## src/rtl/gdr_pkg.sv

```systemverilog
// Shared types, constants and command codes for the grid DDA ray caster.
package gdr_pkg;

  localparam int MAP_SIZE_DEF = 64;
  localparam int ONE_Q10 = 1024;
  localparam logic [19:0] DIST_MAX = 20'hFFFFF;

  localparam logic CMD_WRITE = 1'b0;
  localparam logic CMD_CAST = 1'b1;

  typedef struct packed {
    logic command;
    logic [5:0] cell_x;
    logic [5:0] cell_y;
    logic cell_solid;
    logic [15:0] pos_x;
    logic [15:0] pos_y;
    logic signed [15:0] dir_x;
    logic signed [15:0] dir_y;
  } cmd_word_t;

  typedef struct packed {
    logic [5:0] hit_x;
    logic [5:0] hit_y;
    logic side;
    logic [19:0] distance;
    logic outside;
  } result_word_t;

  typedef enum logic [1:0] {
    RES_OUTSIDE,
    RES_START,
    RES_HIT
  } res_kind_t;

  typedef struct packed {
    logic clear;
    logic write;
    logic load;
    logic setup;
    logic step;
    logic div_start;
    logic res_load;
    res_kind_t res_kind;
    logic emit;
  } dp_cmd_t;

  typedef struct packed {
    logic clear_done;
    logic start_bad;
    logic solid;
    logic first;
    logic left_map;
    logic div_done;
    logic out_free;
  } dp_stat_t;

endpackage

```

## src/rtl/gdr_controller.sv

```systemverilog
// Controller state machine that sequences map clearing, writes and the ray walk.
module gdr_controller (
  input  logic              clk,
  input  logic              rst,
  input  logic              in_valid,
  input  logic              in_command,
  output logic              in_stall,
  output gdr_pkg::dp_cmd_t  cmd,
  input  gdr_pkg::dp_stat_t stat
);
  import gdr_pkg::*;

  typedef enum logic [2:0] {
    S_CLEAR,
    S_IDLE,
    S_SETUP,
    S_MUL,
    S_STEP,
    S_DIV,
    S_EMIT
  } state_t;

  state_t state, state_next;

  always_ff @(posedge clk) begin
    if (rst) begin
      state <= S_CLEAR;
    end else begin
      state <= state_next;
    end
  end

  assign in_stall = (state != S_IDLE);

  always_comb begin
    cmd = '0;
    cmd.res_kind = RES_OUTSIDE;
    state_next = state;
    case (state)
      S_CLEAR: begin
        cmd.clear = 1'b1;
        if (stat.clear_done) begin
          state_next = S_IDLE;
        end
      end
      S_IDLE: begin
        if (in_valid) begin
          if (in_command == CMD_CAST) begin
            cmd.load = 1'b1;
            state_next = S_SETUP;
          end else begin
            cmd.write = 1'b1;
          end
        end
      end
      S_SETUP: begin
        cmd.setup = 1'b1;
        if (stat.start_bad) begin
          cmd.res_load = 1'b1;
          cmd.res_kind = RES_OUTSIDE;
          state_next = S_EMIT;
        end else begin
          state_next = S_MUL;
        end
      end
      S_MUL: begin
        if (stat.solid) begin
          if (stat.first) begin
            cmd.res_load = 1'b1;
            cmd.res_kind = RES_START;
            state_next = S_EMIT;
          end else begin
            cmd.div_start = 1'b1;
            state_next = S_DIV;
          end
        end else begin
          state_next = S_STEP;
        end
      end
      S_STEP: begin
        cmd.step = 1'b1;
        if (stat.left_map) begin
          cmd.res_load = 1'b1;
          cmd.res_kind = RES_OUTSIDE;
          state_next = S_EMIT;
        end else begin
          state_next = S_MUL;
        end
      end
      S_DIV: begin
        if (stat.div_done) begin
          cmd.res_load = 1'b1;
          cmd.res_kind = RES_HIT;
          state_next = S_EMIT;
        end
      end
      S_EMIT: begin
        if (stat.out_free) begin
          cmd.emit = 1'b1;
          state_next = S_IDLE;
        end
      end
      default: begin
        state_next = S_IDLE;
      end
    endcase
  end

endmodule

```

## config.mk

```make
export PLATFORM = sky130hd
export DESIGN_NAME = gdr_controller
export DESIGN_NICKNAME = d
export VERILOG_FILES = /design/src/rtl/gdr_pkg.sv /design/src/rtl/gdr_controller.sv
export SDC_FILE = /design/constraint.sdc
export NUM_CORES = 1
export LEC_CHECK = 0
export BUFFER_PORTS_ARGS = -buffer_cell sky130_fd_sc_hd__buf_2
export CAP_MARGIN = 20
export CORE_AREA = 8 8 45 47
export CTS_BUF_LIST = sky130_fd_sc_hd__clkbuf_8
export CTS_CLUSTER_DIAMETER = 100
export DETAILED_ROUTE_END_ITERATION = 12
export DIE_AREA = 0 0 53 55
export MAX_ROUTING_LAYER = met4
export PLACE_DENSITY = 0.71
export SYNTH_ARGS = -nofsm -noshare
export SYNTH_HDL_FRONTEND = slang
export SYNTH_SLANG_ARGS = --single-unit
export TNS_END_PERCENT = 10
```

## constraint.sdc

```tcl
create_clock -name clk -period 2.15 [get_ports clk]
set_input_delay 0.215 -clock clk [delete_from_list [all_inputs] [get_ports clk]]
set_output_delay 0.215 -clock clk [all_outputs]
set_load 0.02 [all_outputs]
```

# == Word-level counts from Yosys, hierarchy flattened ==
# Index checks and enable logic that the tools add are counted.
# op_classes
eq_ne,12
muxes,27
reduce_logical,2
# op_table
op,count
3-bit 2-to-1 mux,11
3-bit one-hot mux with 7 select lines,1
3-bit one-hot mux with 4 select lines,1
2-bit inequality test (second input constant),5
3-bit == test (second input constant),3
1-bit 2-to-1 mux,9
2-bit 2-to-1 mux,4
3-bit by 2-bit == test with 1-bit output (second input constant),2
5-bit AND reduction,1
4-bit 2-to-1 mux,1
3-bit by 1-bit == test with 1-bit output (second input constant),1
3-bit zero test,1
3-bit by 1-bit inequality test with 1-bit output (second input constant),1
# word_totals
register_bits,3
in_bits,11
elab_cells,42

# == Longest topological paths before layout ==
# logic_depth
word_depth,3
depth_mapped,7

# == Worst setup path after synthesis ==
# OpenSTA, ideal clock, no wires.
# synth_timing
path_kind,register -> output
startpoint,register state[1]
endpoint,output port cmd[3] (netlist name)
arrival_ns,1.456
t_required_ns,1.935
path_slack_ns,0.479
stages_incl_launch_ff,5
path_buffers,1
path_cell_list,dfxtp_1 > buf_6 > inv_2 > ha_1 > a311oi_1
# synth_lines
element,line_no,source
from (decl),gdr_controller.sv:23,"state_t state, state_next;"
from (signal assigned),gdr_controller.sv:29,state <= state_next;
to (decl),gdr_controller.sv:8,"output gdr_pkg::dp_cmd_t cmd,"

==> impl_results.md <==
- Die Wd: 53 um
- CTS clk-pin slew, worst paths: 0.03 ns
- Setup TNS: 0 ns
- CP max FO: 12
- Post-cts resize count: 0
- Area grow syn2layout: 32.0%
- Post-route clock skew: 0.00205 ns
- GR Util All Layers: 10.0%
- Clock Power Share: 45.2%
- Worst flop-to-flop path startpoint: state[2]
- P_sw: 0.000126 W
- Final hold vios: 0
- Final critical-path required period: 1.86 ns
- IO buf count: 21
- FF+latch count, synth: 3
- Peak Freq: 539 MHz
- Average cell area after synthesis: 8.48 um2
- Max Cap Viol: 0
- Diodes inserted: 0
- Pwr dens: 616 nW/um2
- Comb pwr share: 35.6%
- Layout cells sized above 1: 51.3%
- Yosys cell types: 34
- Rel. slew slack: 76.3%
- R2R setup slack: 0.37 ns
- Worst Min Path Start: rst
- Inserted Clock Buffers: 3
- First drt pass iteration count: 4
- YS warnings: 0
- Worst-Skew Late Latency: 0.22 ns
- Synthesized net count: 65
- Pin count of the biggest net entering global routing: 13
- Die height: 55 um
- H-Tree Depth: 1
- Post-synthesis sequential area ratio: 13.4%
- Vias in the first global route: 478
- Slew @ Worst Pin: 0.355 ns
- Total wire length: 1.30 mm
- Cell depth of the worst hold path: 2
- Fin crit share: 86.3%
- Post-route antenna net violation count: 0
- Root buf cell: clkbuf_8
- Initial drt markers: 7
- Syn Inst Count: 53
- Max VDD drop: 0.327 mV
- CTS tree: yes
- DP Wirelength: 994 um
- CTS max path bufs: 2
- First-pass GRT wire length: 2.08 mm
- Worst EP required: 1.93 ns
- Hold Path Class: primary input to flip-flop
- # rows: 14
- Initial Utilization: 32.5%
- Worst Path Arrival: 1.64 ns
- Total global routing overflow: 0
- Post-route cell area: 593 um2
- Avg WL per Cell: 14.2 um
- Flop pwr share: 19.2%
- Sw frac: 34.6%
- Vias: 477
- Ports: 22
- Hold path endpoint: state[1]
- Setup Buffers After CTS: 0
- Top Registers: state (3)
- Fin nets: 89
- Max-slew violations: 0
- Largest Register: state
- Crit Path Class: flip-flop to output pin
- Setup violations, final: 0
- Status: finished, final reports clean
- RSZ-0062 raised after global routing: false
- R2R Path End: state[0]
- Max reg flops: 3
- Post-Syn Area: 449 um2
- Filler Cell Count: 140
- CP Launch Type: flip-flop
- GPL Wtd Cong: 0.817
- CORE AREA: 1380 um2
- R2R depth: 4
- Die ar.: 2920 um2
- Hold_buf cts: 0
- Residual DRC count: 0
- Int Power: 0.000239 W
- Initial antenna violation count: 0
- CTS Sinks: 3
- Crit. End Element: output pin
- Static leakage: 0.273 nW
- DP Area: 548 um2
- Vias per cell: 5.18
==> placed cells by master, fill, tap and decap left out, drive strengths merged, types with 2 or more instances in the layout <==
master and count:
a311oi 2, a31oi 2, and4 2, buf 23
clkbuf 3, dfxtp 3, inv 5, nand2b 4
nand3 3, nor2 7, nor3 3, o21a 2
o21ai 2
==> final cells by class <==
| cell class | count | area, um2 | share of cell area, % |
|---|---|---|---|
| clock buffer | 3 | 41.3 | 6.96 |
| clock inverter | 1 | 3.75 | 0.633 |
| inverter | 4 | 15.0 | 2.53 |
| multi-input combinational | 42 | 333 | 56.1 |
| sequential | 3 | 60.1 | 10.1 |
| tap | 16 | 20.0 | 3.38 |
| timing repair buffer | 23 | 120 | 20.3 |
==> critical path: stages, from the launching register on <==
cell,delay [ns]
dfxtp_1,0.52
nor2b_2,0.33
nand2_1,0.10
a311oi_1,0.26
buf_2,0.21
==> routing by layer <==
layer / part of all wire [%] / vias to the layer above / track usage, %
li1: - / 241 / -
met1: 44 / 209 / 10.9
met5: 0 / - / -
met3: 12 / 3 / 3.21
met2: 43 / 24 / 14.8
met4: 2.0 / 0 / 7.76
==> cells in the mapped netlist <==
cell,instances,area (um2)
nor2_1,7,26.3
buf_6,3,33.8
dfxtp_1,3,60.1
nand2b_1,3,18.8
nor3_1,3,15.0
a311oi_1,2,17.5
inv_1,2,7.51
inv_2,2,7.51
nand3_1,2,10.0
o21a_1,2,15.0
a2111oi_2,1,15.0
a21boi_1,1,7.51
a21oi_2,1,8.76
a221oi_1,1,8.76
a31oi_1,1,6.26
a31oi_4,1,21.3
and2_1,1,6.26
and3_1,1,6.26
and4_1,1,8.76
and4_2,1,10.0
and4bb_4,1,16.3
buf_4,1,7.51
ha_1,1,12.5
nand2_1,1,3.75
nand2b_2,1,8.76
nand3_2,1,10.0
nor2b_2,1,8.76
nor3b_1,1,7.51
nor4b_4,1,23.8
o21ai_0,1,5.00
o21ai_1,1,5.00
o22a_2,1,10.0
o311ai_1,1,8.76
or3b_4,1,11.3
==> through the flow <==
| stage | utilization, % | hold slack [ns] | power [W] | instances | setup slack [ns] |
|---|---|---|---|---|---|
| floorplan | - | 0.287 | 0.000169 | 53 | 0.479 |
| global placement | 39.6 | 0.410 | 0.000197 | 88 | 0.539 |
| detailed placement | 39.6 | 0.416 | 0.000200 | 88 | 0.460 |
| CTS | 42.9 | 0.182 | 0.000368 | 92 | 0.290 |
| global route | 42.9 | 0.202 | 0.000382 | 92 | 0.204 |
| finish | 42.9 | 0.188 | 0.000365 | 92 | 0.294 |
==> kinds of logic (layout without fill, tap and decap cells) <==
| group | Yosys count | count (layout) | synth area share [%] |
|---|---|---|---|
| and+or+nand+nor | 27 | 27 | 42.6 |
| buffers and inverters | 8 | 31 | 12.5 |
| AOI/OAI and AO/OA | 14 | 14 | 28.7 |
| DFF | 3 | 3 | 13.4 |
| adders and majority gates | 1 | 1 | 2.79 |
==> power groups by stage <==
stage          registers, W  clock network (W)  logic (W)
6_report          0.0000701           0.000165   0.000130
5_1_grt           0.0000716           0.000169   0.000141
4_1_cts           0.0000703           0.000167   0.000131
3_5_place_dp      0.0000708                  0   0.000129
3_3_place_gp      0.0000705                  0   0.000127
2_1_floorplan     0.0000631                  0   0.000106
==> how the worst max path moves through the flow <==
stage | startpoint | endpoint | slack, ns | depth (start not counted)
after floorplan | state[1] | cmd[3] | 0.48 | 4
after global placement | state[2] | state[0] | 0.54 | 4
after detailed placement | state[2] | state[0] | 0.46 | 4
after CTS | state[2] | cmd[3] | 0.29 | 4
after global routing | state[2] | cmd[3] | 0.20 | 4
final | state[2] | cmd[3] | 0.29 | 4
Power figures use the tool's default switching activity.
